--- src/hw/rtl/mrdp_pkg.sv ---
// Types and constants shared by the move record delta packer.
package mrdp_pkg;

  localparam int ANG_W      = 16;
  localparam int POS_W      = 6;
  localparam int TRIG_IN_W  = 6;
  localparam int VAL_W      = 16;
  localparam int LEN_W      = 5;
  localparam int NULL_POS   = 16;
  localparam int QUEUE_DEPTH = 2;

  // Chunk slots in stream order; trigger bits follow from SLOT_TRIG_0 on.
  localparam int SLOT_ANY     = 0;
  localparam int SLOT_YAW_F   = 1;
  localparam int SLOT_YAW_V   = 2;
  localparam int SLOT_PITCH_F = 3;
  localparam int SLOT_PITCH_V = 4;
  localparam int SLOT_ROLL_F  = 5;
  localparam int SLOT_ROLL_V  = 6;
  localparam int SLOT_X_F     = 7;
  localparam int SLOT_X_V     = 8;
  localparam int SLOT_Y_F     = 9;
  localparam int SLOT_Y_V     = 10;
  localparam int SLOT_Z_F     = 11;
  localparam int SLOT_Z_V     = 12;
  localparam int SLOT_FL      = 13;
  localparam int SLOT_KB      = 14;
  localparam int SLOT_TRIG_F  = 15;
  localparam int SLOT_TRIG_0  = 16;

  typedef struct packed {
    logic                 use_base;
    logic [ANG_W-1:0]     yaw_code;
    logic [ANG_W-1:0]     pitch_code;
    logic [ANG_W-1:0]     roll_code;
    logic [POS_W-1:0]     pos_x_code;
    logic [POS_W-1:0]     pos_y_code;
    logic [POS_W-1:0]     pos_z_code;
    logic                 free_look;
    logic                 keyboard_mouse;
    logic [TRIG_IN_W-1:0] trigger_bits;
  } in_t;

  typedef struct packed {
    logic [VAL_W-1:0] chunk_value;
    logic [LEN_W-1:0] chunk_length;
    logic             last_chunk;
  } out_t;

  // Classified record handed from the front to the back.
  typedef struct packed {
    logic                 any_en;
    logic                 any;
    logic                 body;
    logic                 yaw_d;
    logic                 pitch_d;
    logic                 roll_d;
    logic                 x_d;
    logic                 y_d;
    logic                 z_d;
    logic                 trig_d;
    logic [ANG_W-1:0]     yaw;
    logic [ANG_W-1:0]     pitch;
    logic [ANG_W-1:0]     roll;
    logic [POS_W-1:0]     pos_x;
    logic [POS_W-1:0]     pos_y;
    logic [POS_W-1:0]     pos_z;
    logic                 free_look;
    logic                 keyboard_mouse;
    logic [TRIG_IN_W-1:0] trig;
  } cls_t;

endpackage

--- src/hw/rtl/move_record_delta_packer_top.sv ---
// Top level of the move record delta packer.
//
// Input channel (in_valid, in_stall, in_data): one beat is one quantized move
// record plus use_base, which picks the stored previous record or the null
// record as the base. Result channel (out_valid, out_stall, out_data): one
// beat is one bit-chunk, right aligned, with its length; last_chunk marks the
// final chunk of a record. A record yields 1 to 16 + TRIGGER_COUNT chunks.
// A taken record is written into the queue, and its first chunk then into the
// output register of the back end. The back end sends one chunk per cycle
// while the result channel does not stall; its chunk sequencer walks the
// slots of each record. The front end classifies a
// record in the cycle it is taken and puts it into a two-entry queue, so new
// records are taken while earlier ones still drain.
// Reset (synchronous, rst_n low) empties the queue, drops any chunk on the
// result channel and loads the null record as base: angles zero, positions
// 16, flags and triggers zero. A stall on the result channel holds the chunk
// in place; once the queue fills, in_stall rises and holds the input.
module move_record_delta_packer_top #(
  parameter int TRIGGER_COUNT = 6
) (
  input  logic           clk,
  input  logic           rst_n,
  input  logic           in_valid,
  output logic           in_stall,
  input  mrdp_pkg::in_t  in_data,
  output logic           out_valid,
  input  logic           out_stall,
  output mrdp_pkg::out_t out_data
);

  logic           push, pop, q_full, head_valid;
  mrdp_pkg::cls_t push_data, head_data;

  // Hold the input only while the queue has no room.
  assign in_stall = q_full;

  mrdp_front #(
    .TRIGGER_COUNT(TRIGGER_COUNT)
  ) u_front (
    .clk      (clk),
    .rst_n    (rst_n),
    .in_valid (in_valid),
    .in_data  (in_data),
    .q_full   (q_full),
    .push     (push),
    .push_data(push_data)
  );

  mrdp_queue u_queue (
    .clk       (clk),
    .rst_n     (rst_n),
    .push      (push),
    .push_data (push_data),
    .pop       (pop),
    .full      (q_full),
    .head_valid(head_valid),
    .head_data (head_data)
  );

  mrdp_back #(
    .TRIGGER_COUNT(TRIGGER_COUNT)
  ) u_back (
    .clk       (clk),
    .rst_n     (rst_n),
    .head_valid(head_valid),
    .head_data (head_data),
    .pop       (pop),
    .out_valid (out_valid),
    .out_stall (out_stall),
    .out_data  (out_data)
  );

endmodule

--- src/hw/rtl/mrdp_front.sv ---
// Front end: accepts records, compares them with the base and updates the base.
module mrdp_front #(
  parameter int TRIGGER_COUNT = 6
) (
  input  logic             clk,
  input  logic             rst_n,
  input  logic             in_valid,
  input  mrdp_pkg::in_t    in_data,
  input  logic             q_full,
  output logic             push,
  output mrdp_pkg::cls_t   push_data
);

  localparam int TW = mrdp_pkg::TRIG_IN_W;
  localparam logic [TW-1:0] TRIG_MASK =
    (TRIGGER_COUNT >= TW) ? {TW{1'b1}} : TW'((1 << TRIGGER_COUNT) - 1);
  localparam logic [mrdp_pkg::POS_W-1:0] NULL_POS =
    mrdp_pkg::POS_W'(mrdp_pkg::NULL_POS);

  logic [mrdp_pkg::ANG_W-1:0] b_yaw_r, b_pitch_r, b_roll_r;
  logic [mrdp_pkg::POS_W-1:0] b_x_r, b_y_r, b_z_r;
  logic                       b_fl_r, b_kb_r;
  logic [TW-1:0]              b_trig_r;

  logic [mrdp_pkg::ANG_W-1:0] r_yaw, r_pitch, r_roll;
  logic [mrdp_pkg::POS_W-1:0] r_x, r_y, r_z;
  logic                       r_fl, r_kb;
  logic [TW-1:0]              r_trig;
  logic [TW-1:0]              trig;

  assign push = in_valid && !q_full;
  assign trig = in_data.trigger_bits & TRIG_MASK;

  always_comb begin
    if (in_data.use_base) begin
      r_yaw   = b_yaw_r;
      r_pitch = b_pitch_r;
      r_roll  = b_roll_r;
      r_x     = b_x_r;
      r_y     = b_y_r;
      r_z     = b_z_r;
      r_fl    = b_fl_r;
      r_kb    = b_kb_r;
      r_trig  = b_trig_r;
    end else begin
      r_yaw   = '0;
      r_pitch = '0;
      r_roll  = '0;
      r_x     = NULL_POS;
      r_y     = NULL_POS;
      r_z     = NULL_POS;
      r_fl    = 1'b0;
      r_kb    = 1'b0;
      r_trig  = '0;
    end
  end

  always_comb begin
    push_data.yaw_d          = in_data.yaw_code != r_yaw;
    push_data.pitch_d        = in_data.pitch_code != r_pitch;
    push_data.roll_d         = in_data.roll_code != r_roll;
    push_data.x_d            = in_data.pos_x_code != r_x;
    push_data.y_d            = in_data.pos_y_code != r_y;
    push_data.z_d            = in_data.pos_z_code != r_z;
    push_data.trig_d         = trig != r_trig;
    push_data.any            = push_data.yaw_d || push_data.pitch_d || push_data.roll_d ||
                               push_data.x_d || push_data.y_d || push_data.z_d ||
                               push_data.trig_d || (in_data.free_look != r_fl) ||
                               (in_data.keyboard_mouse != r_kb);
    push_data.any_en         = !in_data.use_base;
    push_data.body           = in_data.use_base || push_data.any;
    push_data.yaw            = in_data.yaw_code;
    push_data.pitch          = in_data.pitch_code;
    push_data.roll           = in_data.roll_code;
    push_data.pos_x          = in_data.pos_x_code;
    push_data.pos_y          = in_data.pos_y_code;
    push_data.pos_z          = in_data.pos_z_code;
    push_data.free_look      = in_data.free_look;
    push_data.keyboard_mouse = in_data.keyboard_mouse;
    push_data.trig           = trig;
  end

  // Take the accepted record as the new base.
  always_ff @(posedge clk) begin
    if (!rst_n) begin
      b_yaw_r   <= '0;
      b_pitch_r <= '0;
      b_roll_r  <= '0;
      b_x_r     <= NULL_POS;
      b_y_r     <= NULL_POS;
      b_z_r     <= NULL_POS;
      b_fl_r    <= 1'b0;
      b_kb_r    <= 1'b0;
      b_trig_r  <= '0;
    end else if (push) begin
      b_yaw_r   <= in_data.yaw_code;
      b_pitch_r <= in_data.pitch_code;
      b_roll_r  <= in_data.roll_code;
      b_x_r     <= in_data.pos_x_code;
      b_y_r     <= in_data.pos_y_code;
      b_z_r     <= in_data.pos_z_code;
      b_fl_r    <= in_data.free_look;
      b_kb_r    <= in_data.keyboard_mouse;
      b_trig_r  <= trig;
    end
  end

endmodule

--- src/hw/rtl/mrdp_queue.sv ---
// Short queue of classified records between front and back.
module mrdp_queue (
  input  logic            clk,
  input  logic            rst_n,
  input  logic            push,
  input  mrdp_pkg::cls_t  push_data,
  input  logic            pop,
  output logic            full,
  output logic            head_valid,
  output mrdp_pkg::cls_t  head_data
);

  localparam int DEPTH = mrdp_pkg::QUEUE_DEPTH;
  localparam int PTR_W = (DEPTH > 1) ? $clog2(DEPTH) : 1;
  localparam int CNT_W = $clog2(DEPTH + 1);

  mrdp_pkg::cls_t   mem_r [DEPTH];
  logic [PTR_W-1:0] wr_ptr_r, rd_ptr_r;
  logic [CNT_W-1:0] count_r;

  assign full       = count_r == CNT_W'(DEPTH);
  assign head_valid = count_r != '0;
  assign head_data  = mem_r[rd_ptr_r];

  function automatic logic [PTR_W-1:0] ptr_inc(input logic [PTR_W-1:0] p);
    ptr_inc = (p == PTR_W'(DEPTH - 1)) ? '0 : p + 1'b1;
  endfunction

  always_ff @(posedge clk) begin
    if (push) begin
      mem_r[wr_ptr_r] <= push_data;
    end
  end

  always_ff @(posedge clk) begin
    if (!rst_n) begin
      wr_ptr_r <= '0;
      rd_ptr_r <= '0;
      count_r  <= '0;
    end else begin
      if (push) begin
        wr_ptr_r <= ptr_inc(wr_ptr_r);
      end
      if (pop) begin
        rd_ptr_r <= ptr_inc(rd_ptr_r);
      end
      if (push && !pop) begin
        count_r <= count_r + 1'b1;
      end else if (pop && !push) begin
        count_r <= count_r - 1'b1;
      end
    end
  end

  assert property (@(posedge clk) disable iff (!rst_n) count_r <= CNT_W'(DEPTH))
    else $error("queue count above depth");
  assert property (@(posedge clk) disable iff (!rst_n) pop |-> head_valid)
    else $error("pop from empty queue");
  assert property (@(posedge clk) disable iff (!rst_n) push |-> !full || pop)
    else $error("push into full queue");

endmodule

--- src/hw/rtl/mrdp_back.sv ---
// Back end: walks the chunk slots of the head record and drives the output register.
module mrdp_back #(
  parameter int TRIGGER_COUNT = 6
) (
  input  logic            clk,
  input  logic            rst_n,
  input  logic            head_valid,
  input  mrdp_pkg::cls_t  head_data,
  output logic            pop,
  output logic            out_valid,
  input  logic            out_stall,
  output mrdp_pkg::out_t  out_data
);

  localparam int NSLOT  = mrdp_pkg::SLOT_TRIG_0 + TRIGGER_COUNT;
  localparam int SLOT_W = $clog2(NSLOT);
  localparam int TW     = mrdp_pkg::TRIG_IN_W;
  localparam logic [SLOT_W-1:0] SLOT_LAST = SLOT_W'(NSLOT - 1);

  logic [SLOT_W-1:0]   slot_r, slot_nxt;
  logic [SLOT_W-1:0]   cur, nxt_slot, tidx;
  logic                out_valid_r, out_valid_nxt;
  mrdp_pkg::out_t      out_r;
  mrdp_pkg::out_t      chunk;
  logic                load, last;
  logic [7:0]          trig_pad;

  // Slot zero carries the any-change flag: skip it when no any-change flag goes out.
  assign cur      = (slot_r == '0 && !head_data.any_en) ?
                    SLOT_W'(mrdp_pkg::SLOT_YAW_F) : slot_r;
  assign tidx     = cur - SLOT_W'(mrdp_pkg::SLOT_TRIG_0);
  assign trig_pad = 8'(head_data.trig);

  always_comb begin
    unique case (cur)
      SLOT_W'(mrdp_pkg::SLOT_YAW_F):   nxt_slot = head_data.yaw_d   ? cur + 1'b1 : cur + 2'd2;
      SLOT_W'(mrdp_pkg::SLOT_PITCH_F): nxt_slot = head_data.pitch_d ? cur + 1'b1 : cur + 2'd2;
      SLOT_W'(mrdp_pkg::SLOT_ROLL_F):  nxt_slot = head_data.roll_d  ? cur + 1'b1 : cur + 2'd2;
      SLOT_W'(mrdp_pkg::SLOT_X_F):     nxt_slot = head_data.x_d     ? cur + 1'b1 : cur + 2'd2;
      SLOT_W'(mrdp_pkg::SLOT_Y_F):     nxt_slot = head_data.y_d     ? cur + 1'b1 : cur + 2'd2;
      SLOT_W'(mrdp_pkg::SLOT_Z_F):     nxt_slot = head_data.z_d     ? cur + 1'b1 : cur + 2'd2;
      default:                         nxt_slot = cur + 1'b1;
    endcase
  end

  assign last = (cur == SLOT_W'(mrdp_pkg::SLOT_ANY) && !head_data.body) ||
                (cur == SLOT_W'(mrdp_pkg::SLOT_TRIG_F) && !head_data.trig_d) ||
                (cur == SLOT_LAST);

  always_comb begin
    chunk.last_chunk   = last;
    chunk.chunk_length = mrdp_pkg::LEN_W'(1);
    unique case (cur)
      SLOT_W'(mrdp_pkg::SLOT_ANY):     chunk.chunk_value = 16'(head_data.any);
      SLOT_W'(mrdp_pkg::SLOT_YAW_F):   chunk.chunk_value = 16'(head_data.yaw_d);
      SLOT_W'(mrdp_pkg::SLOT_PITCH_F): chunk.chunk_value = 16'(head_data.pitch_d);
      SLOT_W'(mrdp_pkg::SLOT_ROLL_F):  chunk.chunk_value = 16'(head_data.roll_d);
      SLOT_W'(mrdp_pkg::SLOT_X_F):     chunk.chunk_value = 16'(head_data.x_d);
      SLOT_W'(mrdp_pkg::SLOT_Y_F):     chunk.chunk_value = 16'(head_data.y_d);
      SLOT_W'(mrdp_pkg::SLOT_Z_F):     chunk.chunk_value = 16'(head_data.z_d);
      SLOT_W'(mrdp_pkg::SLOT_FL):      chunk.chunk_value = 16'(head_data.free_look);
      SLOT_W'(mrdp_pkg::SLOT_KB):      chunk.chunk_value = 16'(head_data.keyboard_mouse);
      SLOT_W'(mrdp_pkg::SLOT_TRIG_F):  chunk.chunk_value = 16'(head_data.trig_d);
      SLOT_W'(mrdp_pkg::SLOT_YAW_V): begin
        chunk.chunk_value  = head_data.yaw;
        chunk.chunk_length = mrdp_pkg::LEN_W'(mrdp_pkg::ANG_W);
      end
      SLOT_W'(mrdp_pkg::SLOT_PITCH_V): begin
        chunk.chunk_value  = head_data.pitch;
        chunk.chunk_length = mrdp_pkg::LEN_W'(mrdp_pkg::ANG_W);
      end
      SLOT_W'(mrdp_pkg::SLOT_ROLL_V): begin
        chunk.chunk_value  = head_data.roll;
        chunk.chunk_length = mrdp_pkg::LEN_W'(mrdp_pkg::ANG_W);
      end
      SLOT_W'(mrdp_pkg::SLOT_X_V): begin
        chunk.chunk_value  = 16'(head_data.pos_x);
        chunk.chunk_length = mrdp_pkg::LEN_W'(mrdp_pkg::POS_W);
      end
      SLOT_W'(mrdp_pkg::SLOT_Y_V): begin
        chunk.chunk_value  = 16'(head_data.pos_y);
        chunk.chunk_length = mrdp_pkg::LEN_W'(mrdp_pkg::POS_W);
      end
      SLOT_W'(mrdp_pkg::SLOT_Z_V): begin
        chunk.chunk_value  = 16'(head_data.pos_z);
        chunk.chunk_length = mrdp_pkg::LEN_W'(mrdp_pkg::POS_W);
      end
      // trigger bits; those past the input width read as zero
      default: chunk.chunk_value =
        16'((tidx < SLOT_W'(TW)) ? trig_pad[tidx[2:0]] : 1'b0);
    endcase
  end

  assign load = head_valid && (!out_valid_r || !out_stall);
  assign pop  = load && last;

  always_comb begin
    slot_nxt      = slot_r;
    out_valid_nxt = out_valid_r && out_stall;
    if (load) begin
      out_valid_nxt = 1'b1;
      slot_nxt      = last ? '0 : nxt_slot;
    end
  end

  always_ff @(posedge clk) begin
    if (!rst_n) begin
      slot_r      <= '0;
      out_valid_r <= 1'b0;
    end else begin
      slot_r      <= slot_nxt;
      out_valid_r <= out_valid_nxt;
    end
  end

  always_ff @(posedge clk) begin
    if (load) begin
      out_r <= chunk;
    end
  end

  assign out_valid = out_valid_r;
  assign out_data  = out_r;

  assert property (@(posedge clk) disable iff (!rst_n) slot_r <= SLOT_LAST)
    else $error("chunk slot past the last trigger bit");
  assert property (@(posedge clk) disable iff (!rst_n)
                   load && last |=> slot_r == '0)
    else $error("slot not rewound after last chunk");
  assert property (@(posedge clk) disable iff (!rst_n)
                   out_valid_r && out_r.last_chunk |-> out_r.chunk_length == mrdp_pkg::LEN_W'(1))
    else $error("record ends on a value chunk");

endmodule

--- config.mk ---
export PLATFORM = sky130hd
export DESIGN_NAME = move_record_delta_packer_top
export DESIGN_NICKNAME = d
export VERILOG_FILES = /design/src/hw/rtl/mrdp_pkg.sv /design/src/hw/rtl/move_record_delta_packer_top.sv /design/src/hw/rtl/mrdp_front.sv /design/src/hw/rtl/mrdp_queue.sv /design/src/hw/rtl/mrdp_back.sv
export SDC_FILE = /design/constraint.sdc
export NUM_CORES = 1
export LEC_CHECK = 0
export ABC_AREA = 1
export BUFFER_PORTS_ARGS = -buffer_cell sky130_fd_sc_hd__buf_2
export CAP_MARGIN = 20
export CORE_MARGIN = 4
export CORE_UTILIZATION = 60
export DETAILED_ROUTE_END_ITERATION = 8
export PLACE_DENSITY = 0.8
export SLEW_MARGIN = 20
export SYNTH_ARGS = -nofsm -noshare
export SYNTH_HDL_FRONTEND = slang
export SYNTH_HIERARCHICAL = 1
export SYNTH_SLANG_ARGS = --single-unit
export TNS_END_PERCENT = 50
--- constraint.sdc ---
create_clock -name clk -period 16.2 [get_ports clk]
set_input_delay 3.24 -clock clk [delete_from_list [all_inputs] [get_ports clk]]
set_output_delay 3.24 -clock clk [all_outputs]
set_load 0.03 [all_outputs]
==> metrics.yaml <==
cp_slowest_stage_delay_ns: 0.80
vias_per_cell: 5.67
leakage_uw: 0.00585
critical_path_depth: 6
grt_overflow: 0
status: "finished, final reports clean"
totalPowerFinal_uw: 1750
avgSynthCellArea_um2: 10.1
rrSetupSlack_ns: 12.67
post_cts.repair.setup_buffers: 0
synthCells: 1329
postPlaceCellArea_mm2: 0.0134
syn_area_mm2: 0.0134
critPathKind: "input pin to register"
track_usage: 0.238
cp_max_fo: 66
finalInstanceArea_mm2: 0.0142
p_int_uw: 1260
fmax_ghz: 0.190
path_cells: "buf_2 -> inv_1 -> nor2_4 -> inv_1 -> nor2_4 -> buf_4"
ios: 103
setup_tns_ns: 0
drc: 0
fin_nets: 1415
synth_top_cell_by_area: "edfxtp_1"
start_util: 0.613
holdWs_ns: 0.482
drt_iter0_markers: 954
antenna_found_initial: 0
cp_top_family: "buffers and inverters"
rows: 54
grt_start_max_net_pins: 98
ys_top_cells_by_area: "edfxtp_1 (42%), dfxtp_1 (13%), nand2_1 (8.6%)"
hold_path_depth: 2
num_antenna_cells: 0
clock_sinks: 273
clk_pin_slew_worst_paths_ns: 0.06
die_area_mm2: 0.0248
grt_pass1_vias: 8993
hold_class: "register to register"
synth_cell_types: 46
powerDensity_mw_per_mm2: 123
relSlewSlack: 0.371
clk_latency_ns: 0.55
finalClockSkew_ns: 0.0223
ctsHoldBuffers: 0
clk_path_buf_depth: 3
syn_to_final_growth_pct: 6.13
p_seq_frac: 0.487
endpoint_kind: "register"
setup_violations: 0
cap_violations: 0
p_comb_frac: 0.178
cts_root_buf: "clkbuf_16"
final_common_cell: "nand2_1"
grt_pass1_wl_mm: 47.0
rsz0062_at_grt: "no"
peakVddDrop_mv: 0.0900
routed_wl_mm: 29.7
syn_nets: 1411
most-common-layout-cells: "nand2_1 (309), edfxtp_1 (188), nor2_1 (129), buf_2 (100), dfxtp_1 (84)"
numCtsBuffers: 27
h-tree-depth: 1
firstDrtPassIters: 6
wl_per_cell_um: 18.1
drive_above_1_share: 0.203
switching_share: 0.283
ys_ff_latch: 273
p_clk_frac: 0.336
cts_tree: "done"
period_share: 0.325
synth_ff_type: "edfxtp_1"
drtAntennaViolNets: 0
async_flop_share: 0
path_buf_inv: 4
period_minus_slack_ns: 5.26
final_hold_viol_count: 0
setup.worst_path.start_class: "input pin"
synth.top_cell.area_share: 0.421
worstMarginPinSlew_ns: 0.944
die_y_um: 158
p_switching_uw: 496
die_w_um: 158
dp_hpwl_mm: 19.4
vias: 9263
yosysSeqAreaShare: 0.548
post_cts_resized: 0
gp_congestion: 0.905
critPathRequiredTime_ns: 16.35
slew_viol_final: 0
reg2reg_depth: 12
yosysWarnings: 6
core_mm2: 0.0219
io_buffers: 101
cpMaxStageDelayCell: "buf_4"
synth_edf_count: 188
critical_path_arrival_ns: 5.42
==> cells in the mapped netlist, types with 13 or more instances <==
library cell  instances
edfxtp_1            188
mux2_4               60
buf_4                80
nand3b_1             14
nand3_1              66
nor2_1              131
inv_1                84
nand2_1             309
dfxtp_1              85
buf_6                17
a21oi_1              51
xor2_1               13
mux2_2               24
clkbuf_1             25
o21ai_0              76
==> worst min-delay path, cell delays in order (launching register included) <==
cell     delay (ns)
dfxtp_1        0.33
nand2_1        0.06
nand3_1        0.06
==> metrics by stage <==
step,setup WS [ns],std cells,util
after floorplan,8.08,1329,-
after global placement,10.48,1583,0.611
after detailed placement,10.43,1583,0.611
after CTS,10.97,1633,0.649
after global routing,10.78,1634,0.650
final,10.94,1634,0.650
==> power groups by stage <==
stage	combinational, uW	sequential [uW]	clock (uW)
3_5_place_dp	305	868	0
2_1_floorplan	225	881	0
5_1_grt	344	860	625
6_report	312	854	589
4_1_cts	308	854	596
3_3_place_gp	299	864	0
==> per-layer routing <==
metal	wire [um]	share of wire	up-vias	track usage
met2	14500	0.49	374	0.393
met5	0	0	-	0
li1	-	-	4388	-
met1	12300	0.42	4450	0.330
met4	738	0.025	0	0.0680
met3	2030	0.068	51	0.0360
==> registers in the layout, summed over array words and instances (netlist names), 6 cells and up, named ones only <==
name / cells
u_front/b_roll_r: 16
u_back/out_data: 20
u_queue/mem_r: 168
u_front/b_trig_r: 6
u_front/b_x_r: 6
u_front/b_y_r: 6
u_front/b_yaw_r: 16
u_front/b_z_r: 6
u_front/b_pitch_r: 16
==> worst paths after layout <==
| check | startpoint | to |
|---|---|---|
| max reg2reg | register | u_back/out_data[6] |
| min reg2reg | u_front/b_x_r[4] | u_front/b_x_r[4] |
| min | u_front/b_x_r[4] | u_front/b_x_r[4] |
| max | in_valid | u_queue/mem_r[0][7] |
==> layout make-up <==
type / count / area [um2]
Timing Repair Buffer: 109 / 588
Inverter: 94 / 354
Tap cell: 280 / 350
Multi-Input combinational cell: 828 / 4770
Sequential cell: 273 / 7350
Clock buffer: 39 / 751
Fill cell: 1649 / 7650
Clock inverter: 11 / 76.3
==> kinds of logic after synthesis <==
family / count (synthesis) / synth area share
XOR/XNOR: 23 / 0.0150
AO/OA/AOI/OAI: 151 / 0.0630
flip-flops: 273 / 0.548
other: 1 / 0.000280
adder cells (fa/ha/maj): 3 / 0.00280
AND/OR/NAND/NOR: 566 / 0.186
buffers and inverters: 228 / 0.0981
multiplexers: 84 / 0.0873
Power figures use the tool's default switching activity.
